===== config.mk =====
export PLATFORM = sky130hd
export DESIGN_NAME = length_prefixed_deframer_unit_flat
export DESIGN_NICKNAME = d
export VERILOG_FILES = /design/src/rtl/core/lpd_pkg.sv /design/src/rtl/core/lpd_ifs.sv /design/src/rtl/core/lpd_cfg_regs.sv /design/src/rtl/core/lpd_parser.sv /design/src/rtl/core/lpd_out_stage.sv /design/src/rtl/core/length_prefixed_deframer_unit.sv /design/src/flat_wrapper.sv
export VERILOG_INCLUDE_DIRS = /design/src /design/src/rtl/core
export SDC_FILE = /design/constraint.sdc
export NUM_CORES = 1
export LEC_CHECK = 0
export CORE_UTILIZATION = 55
export CTS_BUF_LIST = sky130_fd_sc_hd__clkbuf_2
export CTS_CLUSTER_DIAMETER = 200
export DETAILED_ROUTE_END_ITERATION = 12
export DONT_BUFFER_PORTS = 1
export PLACE_DENSITY = 0.7
export SETUP_SLACK_MARGIN = 0.2
export SLEW_MARGIN = 20
export SYNTH_ARGS = -nofsm -noshare
export SYNTH_HDL_FRONTEND = slang
export SYNTH_HIERARCHICAL = 1
export SYNTH_SLANG_ARGS = --single-unit

===== constraint.sdc =====
create_clock -name clk_i -period 7.5 [get_ports clk_i]
set_input_delay 1.5 -clock clk_i [delete_from_list [all_inputs] [get_ports clk_i]]
set_output_delay 1.5 -clock clk_i [all_outputs]
set_load 0.05 [all_outputs]

===== src/rtl/core/assert_macros.svh =====
// assertion macros shared by the deframer rtl
// sampled on clk_i, disabled while rst_ni is low
`ifndef ASSERT_MACROS_SVH
`define ASSERT_MACROS_SVH

// same-cycle implication
`define LPD_ASSERT_IMP(lbl, ante, cons) \
  lbl: assert property (@(posedge clk_i) disable iff (!rst_ni) (ante) |-> (cons)) \
    else $error("lpd assertion failed");

// next-cycle implication
`define LPD_ASSERT_NXT(lbl, ante, cons) \
  lbl: assert property (@(posedge clk_i) disable iff (!rst_ni) (ante) |=> (cons)) \
    else $error("lpd assertion failed");

`endif


===== src/rtl/core/lpd_pkg.sv =====
// shared types and constants of the length-prefixed deframer
// no dependencies
`timescale 1ns / 1ps

package lpd_pkg;

  localparam int unsigned HdrBytes = 6;
  localparam int unsigned LenBytes = 4;

  localparam logic [15:0] MAX_LEN_RESET = 16'hFFFF;
  localparam logic [15:0] HDR_BYTES_W   = 16'(HdrBytes);
  localparam logic [2:0]  LAST_HDR_IDX  = 3'(HdrBytes - 1);
  localparam logic [2:0]  LEN_BYTES_W   = 3'(LenBytes);

  // register index, taken from paddr[2]
  localparam logic CFG_IDX_MAX_LEN = 1'b0;

  typedef enum logic [1:0] {
    KIND_HEADER  = 2'd0,
    KIND_PAYLOAD = 2'd1,
    KIND_ERROR   = 2'd2
  } result_kind_e;

  // one result word from the parser
  typedef struct packed {
    logic         valid;
    result_kind_e kind;
    logic [15:0]  command;
    logic [15:0]  total_length;
    logic [7:0]   payload;
    logic         last;
  } result_t;

  // parser status for checking
  typedef struct packed {
    logic [2:0] hdr_cnt;
    logic       payload_active;
  } status_t;

endpackage


===== src/rtl/core/lpd_ifs.sv =====
// valid/ready channel interfaces of the deframer
// depends on lpd_pkg
`timescale 1ns / 1ps

interface lpd_in_if import lpd_pkg::*; ();
  logic       valid;
  logic       ready;
  logic [7:0] stream_byte;

  modport source (output valid, output stream_byte, input ready);
  modport sink (input valid, input stream_byte, output ready);
endinterface

interface lpd_out_if import lpd_pkg::*; ();
  logic        valid;
  logic        ready;
  logic [1:0]  result_kind;
  logic [15:0] frame_command;
  logic [15:0] frame_total_length;
  logic [7:0]  payload_byte;
  logic        frame_last;

  modport source (output valid, output result_kind, output frame_command,
                  output frame_total_length, output payload_byte,
                  output frame_last, input ready);
  modport sink (input valid, input result_kind, input frame_command,
                input frame_total_length, input payload_byte,
                input frame_last, output ready);
endinterface


===== src/rtl/core/lpd_cfg_regs.sv =====
// apb register file: holds max_frame_length
// depends on lpd_pkg
`timescale 1ns / 1ps

module lpd_cfg_regs import lpd_pkg::*; (
  input  logic        clk_i,
  input  logic        rst_ni,
  input  logic        psel,
  input  logic        penable,
  input  logic        pwrite,
  input  logic [2:0]  paddr,
  input  logic [31:0] pwdata,
  output logic [31:0] prdata,
  output logic        pready,
  output logic [15:0] max_len_o
);

  logic [15:0] max_len_q, max_len_d;
  logic        wr_en;

  assign pready = 1'b1;

  // write decode
  always_comb begin
    wr_en     = psel && penable && pwrite && (paddr[2] == CFG_IDX_MAX_LEN);
    max_len_d = wr_en ? pwdata[15:0] : max_len_q;
  end

  always_ff @(posedge clk_i or negedge rst_ni) begin
    if (!rst_ni) begin
      max_len_q <= MAX_LEN_RESET;
    end else begin
      max_len_q <= max_len_d;
    end
  end

  // read mux
  assign prdata    = (paddr[2] == CFG_IDX_MAX_LEN) ? {16'h0000, max_len_q} : 32'h0;
  assign max_len_o = max_len_q;

endmodule


===== src/rtl/core/lpd_parser.sv =====
// header collection, length check and payload count, one byte per cycle while accept_i is high
// depends on lpd_pkg
`timescale 1ns / 1ps

module lpd_parser import lpd_pkg::*; (
  input  logic        clk_i,
  input  logic        rst_ni,
  input  logic        accept_i,
  input  logic [7:0]  byte_i,
  input  logic [15:0] max_len_i,
  output result_t     result_o,
  output status_t     status_o
);

  logic [2:0]  hdr_cnt_q, hdr_cnt_d;
  logic [15:0] len_lo_q, len_lo_d;
  logic        len_hi_q, len_hi_d;   // length bits above 16 seen nonzero
  logic [15:0] cmd_q, cmd_d;
  logic [15:0] left_q, left_d;
  logic [15:0] cmd_full;
  logic        len_ok;
  result_t     res;

  // next state and result
  always_comb begin
    hdr_cnt_d = hdr_cnt_q;
    len_lo_d  = len_lo_q;
    len_hi_d  = len_hi_q;
    cmd_d     = cmd_q;
    left_d    = left_q;
    cmd_full  = {cmd_q[7:0], byte_i};
    len_ok    = !len_hi_q && (len_lo_q >= HDR_BYTES_W) && (len_lo_q <= max_len_i);
    res       = '0;
    res.kind  = KIND_HEADER;

    if (left_q != 16'd0) begin
      // payload pass-through
      left_d      = left_q - 16'd1;
      res.valid   = 1'b1;
      res.kind    = KIND_PAYLOAD;
      res.payload = byte_i;
      res.last    = (left_q == 16'd1);
    end else if (hdr_cnt_q == LAST_HDR_IDX) begin
      // sixth header byte: check length
      hdr_cnt_d = 3'd0;
      len_lo_d  = 16'd0;
      len_hi_d  = 1'b0;
      cmd_d     = 16'd0;
      res.valid = 1'b1;
      if (len_ok) begin
        left_d           = len_lo_q - HDR_BYTES_W;
        res.kind         = KIND_HEADER;
        res.command      = cmd_full;
        res.total_length = len_lo_q;
        res.last         = (len_lo_q == HDR_BYTES_W);
      end else begin
        res.kind = KIND_ERROR;
      end
    end else begin
      // collect length or command
      hdr_cnt_d = hdr_cnt_q + 3'd1;
      if (hdr_cnt_q < LEN_BYTES_W) begin
        len_hi_d = len_hi_q || (len_lo_q[15:8] != 8'd0);
        len_lo_d = {len_lo_q[7:0], byte_i};
      end else begin
        cmd_d = cmd_full;
      end
    end
  end

  always_ff @(posedge clk_i or negedge rst_ni) begin
    if (!rst_ni) begin
      hdr_cnt_q <= 3'd0;
      len_lo_q  <= 16'd0;
      len_hi_q  <= 1'b0;
      cmd_q     <= 16'd0;
      left_q    <= 16'd0;
    end else if (accept_i) begin
      hdr_cnt_q <= hdr_cnt_d;
      len_lo_q  <= len_lo_d;
      len_hi_q  <= len_hi_d;
      cmd_q     <= cmd_d;
      left_q    <= left_d;
    end
  end

  assign result_o                = res;
  assign status_o.hdr_cnt        = hdr_cnt_q;
  assign status_o.payload_active = (left_q != 16'd0);

endmodule


===== src/rtl/core/lpd_out_stage.sv =====
// result register between the parser and the output channel
// depends on lpd_pkg and lpd_ifs
`timescale 1ns / 1ps

module lpd_out_stage import lpd_pkg::*; (
  input  logic        clk_i,
  input  logic        rst_ni,
  input  logic        accept_i,
  input  result_t     result_i,
  output logic        ready_o,
  lpd_out_if.source   out_o
);

  logic    valid_q, valid_d;
  result_t data_q;
  logic    load;

  // accept upstream whenever the register is empty or being drained
  assign ready_o = !valid_q || out_o.ready;
  assign load    = accept_i && result_i.valid;

  always_comb begin
    valid_d = valid_q;
    if (ready_o) begin
      valid_d = load;
    end
  end

  always_ff @(posedge clk_i or negedge rst_ni) begin
    if (!rst_ni) begin
      valid_q <= 1'b0;
    end else begin
      valid_q <= valid_d;
    end
  end

  // payload word, no reset
  always_ff @(posedge clk_i) begin
    if (load) begin
      data_q <= result_i;
    end
  end

  assign out_o.valid              = valid_q;
  assign out_o.result_kind        = data_q.kind;
  assign out_o.frame_command      = data_q.command;
  assign out_o.frame_total_length = data_q.total_length;
  assign out_o.payload_byte       = data_q.payload;
  assign out_o.frame_last         = data_q.last;

endmodule


===== src/rtl/core/length_prefixed_deframer_unit.sv =====
// Length-prefixed frame parser, top level.
// Input channel in_i carries one stream byte per word. A frame is a 4-byte
// big-endian total length (header included), a 2-byte big-endian command and
// then the payload. Output channel out_o gives one header word per frame
// (kind header, command, total length, last set when the payload is empty),
// then one word per payload byte with last on the final one. A total length
// below 6 or above max_frame_length gives one error word, and parsing starts
// over on a new header at the next byte.
// Throughput: one byte per cycle while in_i.ready is high; the parser updates
// its counters in the cycle a byte is accepted. A result is registered and
// appears on out_o in the cycle after the byte that causes it. Header bytes
// other than the sixth make no output word.
// When out_o stalls, the result register holds its word and in_i.ready drops
// until it is taken; a byte that makes no word is still taken as long as the
// register is empty or draining.
// Reset clears the header and payload counters and sets max_frame_length to
// 65535 (APB byte address 0). Configure only while the block is idle.
// depends on lpd_pkg, lpd_ifs, lpd_cfg_regs, lpd_parser, lpd_out_stage
`timescale 1ns / 1ps
`include "assert_macros.svh"

module length_prefixed_deframer_unit import lpd_pkg::*; (
  input  logic        clk_i,
  input  logic        rst_ni,
  input  logic        psel,
  input  logic        penable,
  input  logic        pwrite,
  input  logic [2:0]  paddr,
  input  logic [31:0] pwdata,
  output logic [31:0] prdata,
  output logic        pready,
  lpd_in_if.sink      in_i,
  lpd_out_if.source   out_o
);

  logic [15:0] max_len;
  logic        in_ready;
  logic        in_accept;
  result_t     result;
  status_t     status;

  assign in_i.ready = in_ready;
  assign in_accept  = in_i.valid && in_ready;

  // configuration registers
  lpd_cfg_regs u_cfg (
    .clk_i     (clk_i),
    .rst_ni    (rst_ni),
    .psel      (psel),
    .penable   (penable),
    .pwrite    (pwrite),
    .paddr     (paddr),
    .pwdata    (pwdata),
    .prdata    (prdata),
    .pready    (pready),
    .max_len_o (max_len)
  );

  // parsing logic
  lpd_parser u_parser (
    .clk_i     (clk_i),
    .rst_ni    (rst_ni),
    .accept_i  (in_accept),
    .byte_i    (in_i.stream_byte),
    .max_len_i (max_len),
    .result_o  (result),
    .status_o  (status)
  );

  // result register
  lpd_out_stage u_out (
    .clk_i    (clk_i),
    .rst_ni   (rst_ni),
    .accept_i (in_accept),
    .result_i (result),
    .ready_o  (in_ready),
    .out_o    (out_o)
  );

  // checks
  `LPD_ASSERT_IMP(a_payload_no_hdr, status.payload_active, status.hdr_cnt == 3'd0)
  `LPD_ASSERT_NXT(a_hdr_done_gives_word,
                  in_accept && !status.payload_active && status.hdr_cnt == LAST_HDR_IDX,
                  out_o.valid)
  `LPD_ASSERT_IMP(a_error_clean, out_o.valid && out_o.result_kind == KIND_ERROR,
                  !out_o.frame_last && out_o.frame_total_length == 16'd0)
  `LPD_ASSERT_IMP(a_header_len_min, out_o.valid && out_o.result_kind == KIND_HEADER,
                  out_o.frame_total_length >= HDR_BYTES_W)

endmodule

===== src/flat_wrapper.sv =====
// flat-port wrapper written by rule: the top's interface ports become plain ports
module length_prefixed_deframer_unit_flat import lpd_pkg::*;
  (clk_i, rst_ni, psel, penable, pwrite, paddr, pwdata, prdata, pready, in_i_valid, in_i_stream_byte, in_i_ready, out_o_valid, out_o_result_kind, out_o_frame_command, out_o_frame_total_length, out_o_payload_byte, out_o_frame_last, out_o_ready);
  lpd_in_if in_i_i ();
  lpd_out_if out_o_i ();
  input  logic clk_i;
  input  logic rst_ni;
  input  logic psel;
  input  logic penable;
  input  logic pwrite;
  input  logic [2:0] paddr;
  input  logic [31:0] pwdata;
  output logic [31:0] prdata;
  output logic pready;
  input wire logic [$bits(in_i_i.valid)-1:0] in_i_valid;
  input wire logic [$bits(in_i_i.stream_byte)-1:0] in_i_stream_byte;
  output wire logic [$bits(in_i_i.ready)-1:0] in_i_ready;
  output wire logic [$bits(out_o_i.valid)-1:0] out_o_valid;
  output wire logic [$bits(out_o_i.result_kind)-1:0] out_o_result_kind;
  output wire logic [$bits(out_o_i.frame_command)-1:0] out_o_frame_command;
  output wire logic [$bits(out_o_i.frame_total_length)-1:0] out_o_frame_total_length;
  output wire logic [$bits(out_o_i.payload_byte)-1:0] out_o_payload_byte;
  output wire logic [$bits(out_o_i.frame_last)-1:0] out_o_frame_last;
  input wire logic [$bits(out_o_i.ready)-1:0] out_o_ready;
  assign in_i_i.valid = in_i_valid;
  assign in_i_i.stream_byte = in_i_stream_byte;
  assign in_i_ready = in_i_i.ready;
  assign out_o_valid = out_o_i.valid;
  assign out_o_result_kind = out_o_i.result_kind;
  assign out_o_frame_command = out_o_i.frame_command;
  assign out_o_frame_total_length = out_o_i.frame_total_length;
  assign out_o_payload_byte = out_o_i.payload_byte;
  assign out_o_frame_last = out_o_i.frame_last;
  assign out_o_i.ready = out_o_ready;
  length_prefixed_deframer_unit u_core (.clk_i(clk_i), .rst_ni(rst_ni), .psel(psel), .penable(penable), .pwrite(pwrite), .paddr(paddr), .pwdata(pwdata), .prdata(prdata), .pready(pready), .in_i(in_i_i), .out_o(out_o_i));
endmodule

==> run summary <==
The worst hold path stage count was 2. The clock arrives with 0.0364 ns of skew. The count of buffers inserted at the top-level ports is 0, and the cell area power density is 250 nW/um^2. In this run the clock root is driven by a sky130_fd_sc_hd__clkbuf_2.

The slowest stage of the critical path belongs to the cell sky130_fd_sc_hd__nor2b_1. For the detailed placer's ending HPWL, the log shows 7.72 mm. The filler cells instantiated in the layout total 782. The finished layout holds 623 standard cells, fillers aside. The number of endpoints with negative hold slack in the final report was 0; the post-cts resize count was 0. The fraction of layout cells with a size suffix above 1 was 13.6%.

A synthesized cell averages 11.0 um^2. Timing would allow up to 269 MHz. The area growth from synthesis to layout is 2.44%. IR analysis of the VDD net gives a maximum drop of 0.168 mV. The logs give 3 for the H-tree depth and 0.871 for the placer congestion estimate.

STA classifies the critical path startpoint as an input pin. 128 I/O pins were placed. The via count of the first global-routing pass was 3546; the core box area was 9420 um^2. The worst hold path startpoint is u_core/u_parser/cmd_q[2]$_DFFE_PN0P_. The logs give 0 for the setup-violating endpoint count in the final report and 5570 um^2 for the final instance area.

In the final timing run, aggregate negative setup slack is 0 ns. Traced cell by cell, the critical path runs through nor2b_1. The cell family contributing the most delay on the critical path is simple AND/OR/NAND/NOR gates. The average detailed-routed wire length per instance is 18.1 um, and the post-route fraction of the period consumed by the critical path is 49.5%.

For this block, the initial DRC count from the detailed router was 331. The worst hold-check slack is 0.510 ns, and the total clock buffers created by CTS is 9. Ratio of routed vias to standard cells: 5.87.

The static power due to leakage is 2.41 nW. After detailed placement, the design holds a cell count of 607. STA classifies the critical path endpoint as an output pin. Buffers inserted to repair hold after CTS numbered 0. For this run the aggregate overflow at the end of global routing stands at 0. From left edge to right edge, the die measures 101 um.

STA puts the critical path data required time at 6.00 ns. In this run the critical register-to-register path is captured at u_core/u_parser/len_lo_q[15]$_DFFE_PN0P_. In this run the worst hold path is classified as register to register.

For the combined global-route utilization of all metal layers, the log shows 24.1%. The number of max-slew violations in the final report was 0; the register area was 2840 um^2. Initial antenna violation count: 0. The first detailed-routing pass took 6 iterations.

Once detail routing completed, the nets flagged for antenna violations numbered 0. The flow ran to the end, and the final reports show no timing, DRC or antenna violations. For this block, the routed nets add up to 11.2 mm of wire. The final period demand of the worst path was 3.71 ns. The die is 101 um tall. Synthesis handed over a netlist of 495 instances. The startpoint identified for the worst register-to-register timing path is u_core/u_parser/left_q[0]$_DFFE_PN0P_. Setup repair after global routing left no endpoint under its margin. For this run, the number of Yosys warnings is 6.

After detailed routing, the number of remaining DRC violations is 0. 0 antenna diodes ended up in the layout. For the post-synthesis instance area, the log shows 5440 um^2. The critical path is of the input pin to output pin type.

The number of buffers on the longest clock path came out at 2. The combined buffer and inverter count along the critical path was 0. In this run the worst path has a maximum fanout of 17.

Buffers added to address setup during post-CTS repair amount to 0. The global-route wire length before repair is 18.7 mm, and the largest incremental delay on the critical path is 0.71 ns. The largest net degree at the start of global routing was 62; the multi-input logic area was 2360 um^2. For the arrival time of the worst setup path, the log shows 2.21 ns.

The cell count of the worst reg-to-reg path came out at 9. At the pin with the least slew margin, the transition time is 0.945 ns. Across the run, the number of max-cap violations was 0. The worst slew margin relative to its limit is 36.8%, and the insertion delay to the later sink of the worst-skew pair is 0.57 ns. The post-layout net count was 558; the number of placement rows was 35.

The initial standard-cell utilization of the core was 57.7%; the reg-to-reg setup timing slack was 3.92 ns. The routed layout has 3659 vias. TritonCTS built the clock tree. The clock drives 104 sinks. Summing all placed instances gives a cell area of 5470 um^2.

The clock slew seen by the registers of the worst setup and hold paths works out to 0.27 ns. The terminating pin of the worst hold path was u_core/u_parser/cmd_q[2]$_DFFE_PN0P_. The completed layout was analyzed and its total power is 1.39 mW. The floorplan step defined a die boundary enclosing 10300 um^2.
worst max path at each step:
stage                                                from  depth (start not counted)  slack [ns]                                        to
finish                                           paddr[2]                          1        3.79                                 prdata[9]
global route        u_core/u_parser/left_q[0]$_DFFE_PN0P_                          9        3.67  u_core/u_parser/len_lo_q[15]$_DFFE_PN0P_
CTS                                              paddr[2]                          1        3.78                                 prdata[9]
detailed placement                               paddr[2]                          1        3.78                                 prdata[9]
global placement                                 paddr[2]                          1        3.79                                 prdata[8]
floorplan                                        paddr[2]                          2        3.60                                prdata[10]
layout by cell type (no fill, tap or decap), types with 10 or more instances in the layout:
cell	count
sky130_fd_sc_hd__a21oi_1	17
sky130_fd_sc_hd__a22o_1	11
sky130_fd_sc_hd__and2_1	43
sky130_fd_sc_hd__conb_1	17
sky130_fd_sc_hd__dfrtp_1	45
sky130_fd_sc_hd__dfstp_2	16
sky130_fd_sc_hd__edfxtp_1	43
sky130_fd_sc_hd__ha_1	19
sky130_fd_sc_hd__inv_1	23
sky130_fd_sc_hd__mux2_4	10
sky130_fd_sc_hd__nand2_1	51
sky130_fd_sc_hd__nand3_1	11
sky130_fd_sc_hd__nor2_1	19
sky130_fd_sc_hd__nor2b_1	13
sky130_fd_sc_hd__o21ai_0	26
sequential cells by signal (all words and copies together) (netlist names):
register / count
u_core/u_cfg/max_len_o: 16
u_core/u_out/out_o.frame_command: 16
u_core/u_out/out_o.frame_last: 1
u_core/u_out/out_o.frame_total_length: 16
u_core/u_out/out_o.payload_byte: 8
u_core/u_out/out_o.result_kind: 2
u_core/u_out/out_o.valid: 1
u_core/u_parser/cmd_q: 8
u_core/u_parser/hdr_cnt_q: 3
u_core/u_parser/left_q: 16
u_core/u_parser/len_hi_q: 1
u_core/u_parser/len_lo_q: 16
metal layers:
layer	track usage (%)	wire length [um]	share of wire (%)
met2	38.3	5390	48
met3	5.52	739	6.6
met1	33.1	5020	45
met5	0	0	0
met4	7.02	97	0.86
area by class of cell:
class	instances	area share [%]
flip-flops and latches	104	51.0
multi-input cells	347	42.3
well taps	129	2.90
inverters	24	1.62
clock inverters	7	0.989
clock buffers	9	0.809
repair buffers	3	0.404
stage by stage:
| stage | setup slack, ns | utilization [%] |
|---|---|---|
| finish | 3.79 | 59.1 |
| global route | 3.67 | 59.1 |
| CTS | 3.78 | 59.1 |
| detailed placement | 3.78 | 58.1 |
| global placement | 3.79 | 58.1 |
| floorplan | 3.60 | - |
worst register-to-register path, cell delays in order, from the launching register on:
cell                      delay (ns)
sky130_fd_sc_hd__dfrtp_1        0.52
sky130_fd_sc_hd__inv_1          0.14
sky130_fd_sc_hd__ha_1           0.26
sky130_fd_sc_hd__or4b_2         0.65
sky130_fd_sc_hd__nor4_4         0.15
sky130_fd_sc_hd__buf_4          0.32
sky130_fd_sc_hd__inv_2          0.27
sky130_fd_sc_hd__nor2_2         0.28
sky130_fd_sc_hd__nand2_1        0.49
sky130_fd_sc_hd__a22o_1         0.42
report_power, final:
group	internal (mW)	switching [mW]
clock	0.0483	0.193
combinational	0.129	0.213
sequential	0.683	0.123
Power figures use the tool's default switching activity.
